<file path="config.mk">
export PLATFORM = sky130hd
export DESIGN_NAME = scba_ctrl
export DESIGN_NICKNAME = d
export VERILOG_FILES = /design/src/rtl/core/scba_pkg.sv /design/src/rtl/core/scba_ctrl.sv
export SDC_FILE = /design/constraint.sdc
export NUM_CORES = 1
export LEC_CHECK = 0
export BUFFER_PORTS_ARGS = -buffer_cell sky130_fd_sc_hd__buf_2
export CORE_AREA = 2 2 39 41
export DETAILED_ROUTE_END_ITERATION = 12
export DIE_AREA = 0 0 41 43
export GPL_TIMING_DRIVEN = 0
export HOLD_SLACK_MARGIN = 0.12
export SYNTH_ARGS = -nofsm -noshare
export SYNTH_HDL_FRONTEND = slang
export SYNTH_SLANG_ARGS = --single-unit
</file>
<file path="constraint.sdc">
create_clock -name clk_i -period 1.8 [get_ports clk_i]
set_clock_uncertainty 0.2 [all_clocks]
set_input_delay 0.09 -clock clk_i [delete_from_list [all_inputs] [get_ports clk_i]]
set_output_delay 0.09 -clock clk_i [all_outputs]
set_load 0.02 [all_outputs]
</file>
<file path="src/rtl/core/scba_pkg.sv">
// ----------------------------------------------------------------------------
// scba_pkg: shared definitions for the size class block allocator
// Sizes of the heap and pool, payload types, result codes, register indexes
// and the command and status bundles between the controller and datapath.
// ----------------------------------------------------------------------------
`default_nettype none

package scba_pkg;

  // Allocator geometry.
  localparam int MAX_CLASS_EXP   = 14;
  localparam int MIN_CLASS_EXP   = 3;
  localparam int HEADER_BYTES    = 2;
  localparam int NUM_HEAPS       = 4;
  localparam int NUM_SUPERBLOCKS = 16;
  localparam int STACK_DEPTH     = 4096;
  localparam int NUM_CLASSES     = MAX_CLASS_EXP - MIN_CLASS_EXP + 1;
  localparam int NUM_STACKS      = NUM_HEAPS * NUM_CLASSES;

  // Field and state widths.
  localparam int ADDR_W      = 18;
  localparam int HEAP_W      = 2;
  localparam int CLS_W       = 4;
  localparam int BYTES_W     = 16;
  localparam int TAG_W       = 8;
  localparam int NEED_W      = BYTES_W + 1;
  localparam int STACK_IDX_W = $clog2(NUM_STACKS);
  localparam int DEPTH_W     = $clog2(STACK_DEPTH);
  localparam int COUNT_W     = DEPTH_W + 1;
  localparam int CARVE_W     = MAX_CLASS_EXP - MIN_CLASS_EXP + 1;
  localparam int SB_W        = $clog2(NUM_SUPERBLOCKS);
  localparam int SB_CNT_W    = SB_W + 1;

  // Configuration port.
  localparam int CFG_IDX_W  = 2;
  localparam int CFG_DATA_W = 5;
  localparam int HEAPS_CFG_W = 3;

  localparam logic [CFG_IDX_W-1:0] CFG_HEAPS_IN_USE       = 2'd0;
  localparam logic [CFG_IDX_W-1:0] CFG_SUPERBLOCKS_IN_USE = 2'd1;

  typedef enum logic {
    ACT_ALLOC = 1'b0,
    ACT_FREE  = 1'b1
  } action_e;

  typedef enum logic [2:0] {
    STAT_ALLOCATED   = 3'd0,
    STAT_FREED       = 3'd1,
    STAT_TOO_LARGE   = 3'd2,
    STAT_OUT_OF_MEM  = 3'd3,
    STAT_BAD_TAGS    = 3'd4,
    STAT_STACK_FULL  = 3'd5,
    STAT_BAD_HEAP    = 3'd6
  } status_e;

  typedef struct packed {
    action_e             action;
    logic [HEAP_W-1:0]   heap_select;
    logic [BYTES_W-1:0]  request_bytes;
    logic [ADDR_W-1:0]   free_address;
    logic [TAG_W-1:0]    owner_heap_tag;
    logic [TAG_W-1:0]    size_class_tag;
  } in_item_t;

  typedef struct packed {
    status_e             status;
    logic [ADDR_W-1:0]   user_address;
    logic [HEAP_W-1:0]   header_heap;
    logic [CLS_W-1:0]    header_class;
  } out_item_t;

  typedef enum logic [1:0] {
    CS_IDLE,
    CS_LOOK,
    CS_POP
  } ctl_state_e;

  // Controller to datapath.
  typedef struct packed {
    logic accept;
    logic commit;
    logic pop_load;
  } ctl_cmd_t;

  // Datapath to controller.
  typedef struct packed {
    logic out_free;
    logic need_pop;
  } ctl_status_t;

endpackage

`default_nettype wire

</file>
<file path="src/rtl/core/scba_ctrl.sv">
// ----------------------------------------------------------------------------
// scba_ctrl: allocator sequencer
// Takes one item, lets the datapath decide and commit once the output slot
// is free, and adds a pop step when a block comes off a free stack.
// ----------------------------------------------------------------------------
`default_nettype none

module scba_ctrl
  import scba_pkg::*;
(
  input  logic        clk_i,
  input  logic        rst_ni,
  input  logic        in_valid_i,
  output logic        in_stall_o,
  input  ctl_status_t status_i,
  output ctl_cmd_t    cmd_o
);

  ctl_state_e state_q, state_d;

  // State register.
  always_ff @(posedge clk_i or negedge rst_ni) begin
    if (!rst_ni) begin
      state_q <= CS_IDLE;
    end else begin
      state_q <= state_d;
    end
  end

  // Next state and commands.
  always_comb begin
    state_d    = state_q;
    cmd_o      = '0;
    in_stall_o = 1'b1;
    case (state_q)
      CS_IDLE: begin
        in_stall_o = 1'b0;
        if (in_valid_i) begin
          cmd_o.accept = 1'b1;
          state_d      = CS_LOOK;
        end
      end
      CS_LOOK: begin
        // Side effects happen only when the result can be placed.
        if (status_i.out_free) begin
          cmd_o.commit = 1'b1;
          state_d      = status_i.need_pop ? CS_POP : CS_IDLE;
        end
      end
      CS_POP: begin
        if (status_i.out_free) begin
          cmd_o.pop_load = 1'b1;
          state_d        = CS_IDLE;
        end
      end
      default: begin
        state_d = CS_IDLE;
      end
    endcase
  end

`ifndef SYNTHESIS
  // The pop wait is only entered from the lookup step.
  a_pop_after_look: assert property (@(posedge clk_i) disable iff (!rst_ni)
    (state_q == CS_POP) |-> ($past(state_q) == CS_LOOK) || ($past(state_q) == CS_POP))
    else $error("pop state entered without a lookup");
`endif

endmodule

`default_nettype wire

</file>
==> results of run 1 <==
worst max-delay path by stage:
stage | from | depth (start not counted) | to | slack [ps]
after floorplan | state_q[0] | 2 | cmd_o[2] | 480
after global placement | state_q[0] | 3 | cmd_o[2] | 640
after detailed placement | state_q[0] | 3 | cmd_o[2] | 630
after CTS | state_q[0] | 3 | state_q[1] | 150
after global routing | state_q[0] | 3 | state_q[1] | 70
final | state_q[0] | 3 | state_q[1] | 160
report_power, final:
part | internal (mW) | switching [mW]
clock | 0.0735 | 0.0252
sequential | 0.0555 | 0.0102
combinational | 0.0520 | 0.0460
cell type report:
type	count	share of cell area (%)
clock buffer	3	8.78
sequential	2	19.5
inverter	1	1.46
timing repair buffer	14	39.0
multi-input combinational	9	23.4
tap	16	7.80
layer usage:
layer | share of wire [%] | vias up | GRT usage [%]
met4 | 0 | 0 | 6.00
met2 | 54 | 5 | 5.63
li1 | - | 75 | -
met5 | 0 | - | 0
met3 | 11 | 0 | 4.71
met1 | 35 | 58 | 3.87
synthesized netlist by cell type:
master    n
a21o_1    1
or2_1     1
inv_1     1
nor2_1    1
nand2b_1  2
a21oi_1   1
dfrtp_1   2
nor3b_1   1
and3b_1   2
cell families (layout without fill, tap and decap cells):
group | after synthesis | after routing | synth area share (%)
compound gates | 2 | 2 | 11.0
buf+inv | 1 | 18 | 3.29
flops | 2 | 2 | 44.0
simple gates | 7 | 7 | 41.8
per-stage QoR:
stage	power, mW	hold WS, ps	utilization (%)
floorplan	0.117	-406	-
global placement	0.144	-325	12.6
detailed placement	0.144	-324	12.6
CTS	0.272	382	18.5
global route	0.289	406	18.5
finish	0.262	377	18.5
worst max-delay path: stages (launching register included):
cell and delay (ps):
dfrtp_1 400, and3b_1 210, a21o_1 170, dlygate4sd3_1 540
timing repair:
action / in CTS / in global routing
hold buffers: 6 / 0
gates resized for setup: 0 / 0
hold endpoints to repair: 4 / 0
==> impl_metrics.yaml, run 1 <==
cts:
  cts_made_buffers: 3
  clkTransAtPathRegs_ps: 30
  cts.sinks: 2
  htreeDepth: 1
  cts_tree: "done"
  clockBufferDepth: 2
  postCtsSetupBuffers: 0
  insertion_delay_ps: 220
  cts-root-buf: "clkbuf_4"
sta:
  fin_crit_ps: 1640
  fin_ws_ps: 161
  rsz0062_at_grt: "no"
  setup_violations: 0
  finalHoldViolations: 0
  worst_slew_pin_slew_ps: 160
  relSlewSlack_pct: 89.3
  fmax_mhz: 610
  min_period_over_period_pct: 91.1
  maxSlewViolCount: 0
  setup_tns_ps: 0
global_route:
  grt_max_degree: 7
  grt_usage_pct: 4.82
  grt_overflow: 0
  grt_first_pass_wirelength_microns: 476
  grt_pass1_vias: 141
  antenna_found_initial: 0
die:
  coreArea_sq_um: 1380
  die_w_microns: 41
  start_util_pct: 8.23
  die_area_sq_um: 1760
  boundaryPins: 9
  num_rows: 14
  die_h_microns: 43
final_layout:
  regMostFlops: "state_q"
  nNetsFinal: 36
  final_common_cell: "buf_2"
  area_delta_synth_final_pct: 125
  multiInputGateArea_sq_um: 60.1
  fin_cells: 45
  num-fill-cells: 166
  seqCellArea_sq_um: 50.0
  drive_gt1_share_pct: 37.9
  top_regs: "state_q (2)"
  diodes: 0
  most-common-layout-cells: "8 x buf_2, 6 x dlygate4sd3_1, 3 x clkbuf_4"
  stdcell_area_sq_um: 256
  largest_reg_flops: 2
worst_setup_path:
  reg2reg_to: "state_q[1]"
  worstPathRequired_ps: 1700
  critical_path_arrival_ps: 1540
  r2r_slack_ps: 160
  rr_startpoint: "state_q[0]"
  crit_fanout: 6
  setup.worst_path.class: "register to register"
  critical_path.endpoint_type: "register"
  crit_path_start_kind: "register"
  reg2reg_depth: 3
placement:
  placed_area_sq_um: 174
  io_buffer_count: 8
  place.gp.congestion: 0.517
  dpl.hpwl_microns: 200
  dp_slack_ps: 634
  dp_cells: 36
yosys:
  ys_top_cells_by_area: "dfrtp_1 44%, and3b_1 15%, nand2b_1 11%, a21o_1 6.6%, nor3b_1 6.6%"
  synth-seq-cells: 2
  yosysTopAreaCellShare_pct: 44.0
  synth_cell_types: 9
  yosys_warnings: 0
  yosysTopAreaCell: "dfrtp_1"
  yosysSeqAreaShare_pct: 44.0
  syn_nets: 17
  synthCells: 12
  post_synth_instance_area_sq_um: 114
  syn_avg_cell_area_sq_um: 9.49
min_path:
  worstHoldStart: "status_i[1]"
  hold_class: "primary input to output pin"
  min_path_cells: 3
  whs_endpoint: "cmd_o[0]"
pwr:
  power_density_nw_per_um2: 1020
  p_leak_nw: 0.144
  vdd_ir_drop_max_v: 0.000205
routing:
  antenna_left: 0
  wirelength_microns: 285
  drt_iter0_markers: 0
  vias: 138
  drc: 0
  viasPerCell: 3.07
  wl_per_cell_microns: 6.33
  first_pass_iters: 1
status:
  status: "completed"
run:
  cap_violations: 0
No activity file was read; power rests on OpenSTA's default activity.
==> run 2, diff against run 1 <==
Clock period 1.8 ns to 1.39 ns, I/O delays scaled along.
==> impl_metrics.yaml, run 2 (same netlist as run 1, synthesis figures left out) <==
min_path:
  hold_class: "register to register"
final_layout:
  nNetsFinal: 36
  area_delta_synth_final_pct: 127
  drive_gt1_share_pct: 41.4
  most-common-layout-cells: "6 x buf_2, 5 x dlygate4sd3_1, 3 x clkbuf_4, 3 x buf_4"
  post-route-util_pct: 18.7
  final_common_cell: "buf_2"
  regMostFlops: "state_q"
  fin_cells: 45
  diodes: 0
  top_regs: "state_q (2)"
  num-fill-cells: 165
  largest_reg_flops: 2
cts:
  clockBufferDepth: 2
  insertion_delay_ps: 220
  cts.sinks: 2
  cts_made_buffers: 3
  clkTransAtPathRegs_ps: 30
  cts-root-buf: "clkbuf_4"
  cts_tree: "done"
  htreeDepth: 1
pwr:
  switching_share_pct: 31.2
  power.share.clock_pct: 37.5
  p_int_uw: 235
  p_leak_nw: 0.142
  p_sw_uw: 107
  power_density_nw_per_um2: 1320
  vdd_ir_drop_max_v: 0.000259
  power_uw: 342
  combPwrFrac_pct: 39.3
  seq_power_share_pct: 23.3
global_route:
  grt_usage_pct: 4.72
  grt_pass1_vias: 140
  antenna_found_initial: 0
  grt_overflow: 0
  grt_first_pass_wirelength_microns: 462
  grt_max_degree: 7
die:
  die_w_microns: 41
  num_rows: 14
  die_area_sq_um: 1760
  coreArea_sq_um: 1380
  boundaryPins: 9
  start_util_pct: 8.23
  die_h_microns: 43
routing:
  first_pass_iters: 1
  antenna_left: 0
  drc: 0
  viasPerCell: 3.11
  vias: 140
  drt_iter0_markers: 0
  wirelength_microns: 291
  wl_per_cell_microns: 6.47
sta:
  maxSlewViolCount: 0
  min_period_over_period_pct: 96.3
  relSlewSlack_pct: 89.4
  fmax_mhz: 747
  setup_tns_ps: 0
  rsz0062_at_grt: "yes"
  finalHoldViolations: 0
  fin_crit_ps: 1340
  setup_violations: 0
  worst_slew_pin_slew_ps: 159
status:
  status: "completed"
placement:
  io_buffer_count: 8
  place.gp.congestion: 0.517
  dpl.hpwl_microns: 200
  dp_cells: 36
worst_setup_path:
  crit_fanout: 5
  worst_path_max_delay_cell: "dfrtp_1"
  worstPathRequired_ps: 1120
  critical_path_arrival_ps: 1070
  critical_path.endpoint_type: "output pin"
  timing.critical_path.cells: "buf_4, and3b_1, buf_2"
  max_stage_delay_ps: 360
  crit_path_start_kind: "register"
  setup.worst_path.class: "register to output pin"
run:
  cap_violations: 0
## run 2: cell types whose count changed in the layout (fill, tap and decap cells not counted), sizes merged
cell,change
buf,+1
dlygate4sd3,-1
## run 2: cell type report
type,count,area [sq um],share of cell area (%)
Timing Repair Buffer,14,103,39.6
Clock buffer,3,22.5,8.70
Inverter,1,3.75,1.45
Multi-Input combinational cell,9,60.1,23.2
Sequential cell,2,50.0,19.3
Tap cell,16,20.0,7.73
## run 2: worst max-delay path, delay by kind of cell, from the launching register on
kind	cells	cell delay [ps]
flops	1	360
buf+inv	2	300
simple gates	1	180
## run 2: worst paths after layout
path	startpoint	end	slack, ps	cells after the start
setup / recovery	state_q[0]	cmd_o[1]	50	3
hold / removal	state_q[1]	state_q[0]	270	1
setup reg to reg	state_q[0]	state_q[1]	210	3
hold reg to reg	state_q[1]	state_q[0]	270	1
max in group asynchronous	rst_ni	state_q[1]	370	3
min in group asynchronous	rst_ni	state_q[0]	500	3
## run 2: timing repair
action	4_1_cts	5_1_grt
buffers inserted	0	1
hold endpoints to repair	4	0
hold buffers	5	0
pin swaps	0	0
setup endpoints to repair	1	1
resized for setup	1	1
## run 2: power groups by stage
| stage | Sequential [mW] | Combinational [mW] | Clock [mW] |
|---|---|---|---|
| finish | 0.0795 | 0.134 | 0.128 |
| CTS | 0.0855 | 0.115 | 0.139 |
| global placement | 0.0855 | 0.101 | 0 |
| global route | 0.0827 | 0.152 | 0.143 |
| detailed placement | 0.0861 | 0.101 | 0 |
| floorplan | 0.0831 | 0.0690 | 0 |
## run 2: layer usage
metal	GRT usage [%]	wire (microns)	up-vias
li1	-	-	74
met2	5.63	157	5
met3	4.71	34	0
met5	0	0	-
met4	6.00	0	0
met1	3.55	100	61
## run 2: metrics by stage
stage | setup WS [ps] | hold WS [ps] | instance area, sq um
after CTS | 5.97 | 270 | 249
final | 50.9 | 268 | 259
after global routing | -28.0 | 313 | 259
after global placement | 249 | -346 | 174
after detailed placement | 244 | -345 | 174
after floorplan | 92.8 | -426 | 114
==> run 3, diff against run 2 <==
Settings changed: GPL_TIMING_DRIVEN 0 to default.
==> impl_metrics.yaml, run 3 (same netlist as run 1, synthesis figures left out) <==
min_path:
  hold_class: "register to register"
  worstHoldStart: "state_q[1]"
pwr:
  power_density_nw_per_um2: 1320
  p_leak_nw: 0.137
  vdd_ir_drop_max_v: 0.000310
  power_uw: 328
sta:
  worst_slew_pin_slew_ps: 160
  hold_slack_ps: 270
  maxSlewViolCount: 0
  relSlewSlack_pct: 89.3
  fin_crit_ps: 1350
  min_period_over_period_pct: 97.2
  setup_violations: 0
  rsz0062_at_grt: "yes"
  fmax_mhz: 740
  finalHoldViolations: 0
  setup_tns_ps: 0
routing:
  first_pass_iters: 4
  antenna_left: 0
  wl_per_cell_microns: 6.66
  drc: 0
  wirelength_microns: 293
  viasPerCell: 3.14
  vias: 138
  drt_iter0_markers: 1
worst_setup_path:
  rr_startpoint: "state_q[0]"
  reg2reg_to: "state_q[1]"
  worstPathRequired_ps: 1120
  setup.worst_path.start: "state_q[1]"
  critical_path_arrival_ps: 1080
  crit_end: "cmd_o[2]"
  max_stage_delay_ps: 390
  crit_path_start_kind: "register"
  reg2reg_depth: 2
  worst_path_max_delay_cell: "dfrtp_1"
  setup.worst_path.class: "register to output pin"
  r2r_slack_ps: 300
  critical_path.endpoint_type: "output pin"
  crit_fanout: 5
  timing.critical_path.cells: "or2_1, nor2_1, buf_4"
cts:
  insertion_delay_ps: 220
  htreeDepth: 1
  cts-root-buf: "clkbuf_4"
  cts_made_buffers: 3
  clkTransAtPathRegs_ps: 30
  clockBufferDepth: 2
  cts.sinks: 2
  cts_tree: "done"
  postCtsSetupBuffers: 0
global_route:
  antenna_found_initial: 0
  grt_max_degree: 7
  grt_pass1_vias: 144
  grt_usage_pct: 4.61
  grt_first_pass_wirelength_microns: 462
  grt_overflow: 0
die:
  die_w_microns: 41
  coreArea_sq_um: 1380
  die_h_microns: 43
  start_util_pct: 8.23
  num_rows: 14
  boundaryPins: 9
  die_area_sq_um: 1760
placement:
  dpl.hpwl_microns: 196
  io_buffer_count: 8
  place.gp.congestion: 0.517
  placed_area_sq_um: 174
final_layout:
  drive_gt1_share_pct: 39.3
  top_regs: "state_q (2)"
  regMostFlops: "state_q"
  post-route-util_pct: 18.0
  area_delta_synth_final_pct: 119
  most-common-layout-cells: "7 x buf_2, 5 x dlygate4sd3_1, 3 x clkbuf_4"
  final_common_cell: "buf_2"
  diodes: 0
  nNetsFinal: 35
  stdcell_area_sq_um: 249
  largest_reg_flops: 2
status:
  status: "completed"
run:
  cap_violations: 0
## run 3: area by class of cell
| type | instances | area [sq um] |
|---|---|---|
| sequential | 2 | 50.0 |
| timing repair buffer | 13 | 92.6 |
| tap | 16 | 20.0 |
| clock buffer | 3 | 22.5 |
| inverter | 1 | 3.75 |
| multi-input combinational | 9 | 60.1 |
| fill | 158 | 1130 |
## run 3: what timing repair did
item | 4_1_cts | 5_1_grt
hold endpoints to repair | 4 | 0
gates cloned | 0 | 0
hold buffers | 5 | 0
endpoints found under the setup margin | 1 | 1
gates resized for setup | 1 | 0
pin swaps | 0 | 1
## run 3: per-stage QoR
stage | setup slack, ps | cells
2_1_floorplan | 92.8 | 12
3_3_place_gp | 241 | 36
3_5_place_dp | 245 | 36
4_1_cts | 6.54 | 44
5_1_grt | -48.7 | 44
6_report | 38.4 | 44
## run 3: worst min-delay path by stage
stage | to | slack, ps | cells past startpoint
finish | state_q[0] | 270 | 1
global placement | state_q[0] | -340 | 1
CTS | state_q[0] | 270 | 1
detailed placement | state_q[0] | -350 | 1
global route | state_q[0] | 290 | 1
floorplan | state_q[0] | -430 | 0
## run 3: worst max-delay path: cells and delay by family (launching register included)
family | cells | cell delay [ps]
buffers and inverters | 1 | 140
flip-flops | 1 | 390
AND/OR/NAND/NOR | 2 | 340
## run 3: where the power goes
| group | total (mW) | internal (mW) | switching, mW |
|---|---|---|---|
| logic | 0.115 | 0.0562 | 0.0583 |
| registers | 0.0851 | 0.0719 | 0.0132 |
| clock network | 0.128 | 0.0953 | 0.0329 |
## run 3: per-layer routing
metal / wire (microns) / global-route usage, %
met2: 167 / 6.88
met1: 92 / 2.88
met5: 0 / 0
met3: 32 / 3.14
met4: 0 / 6.00
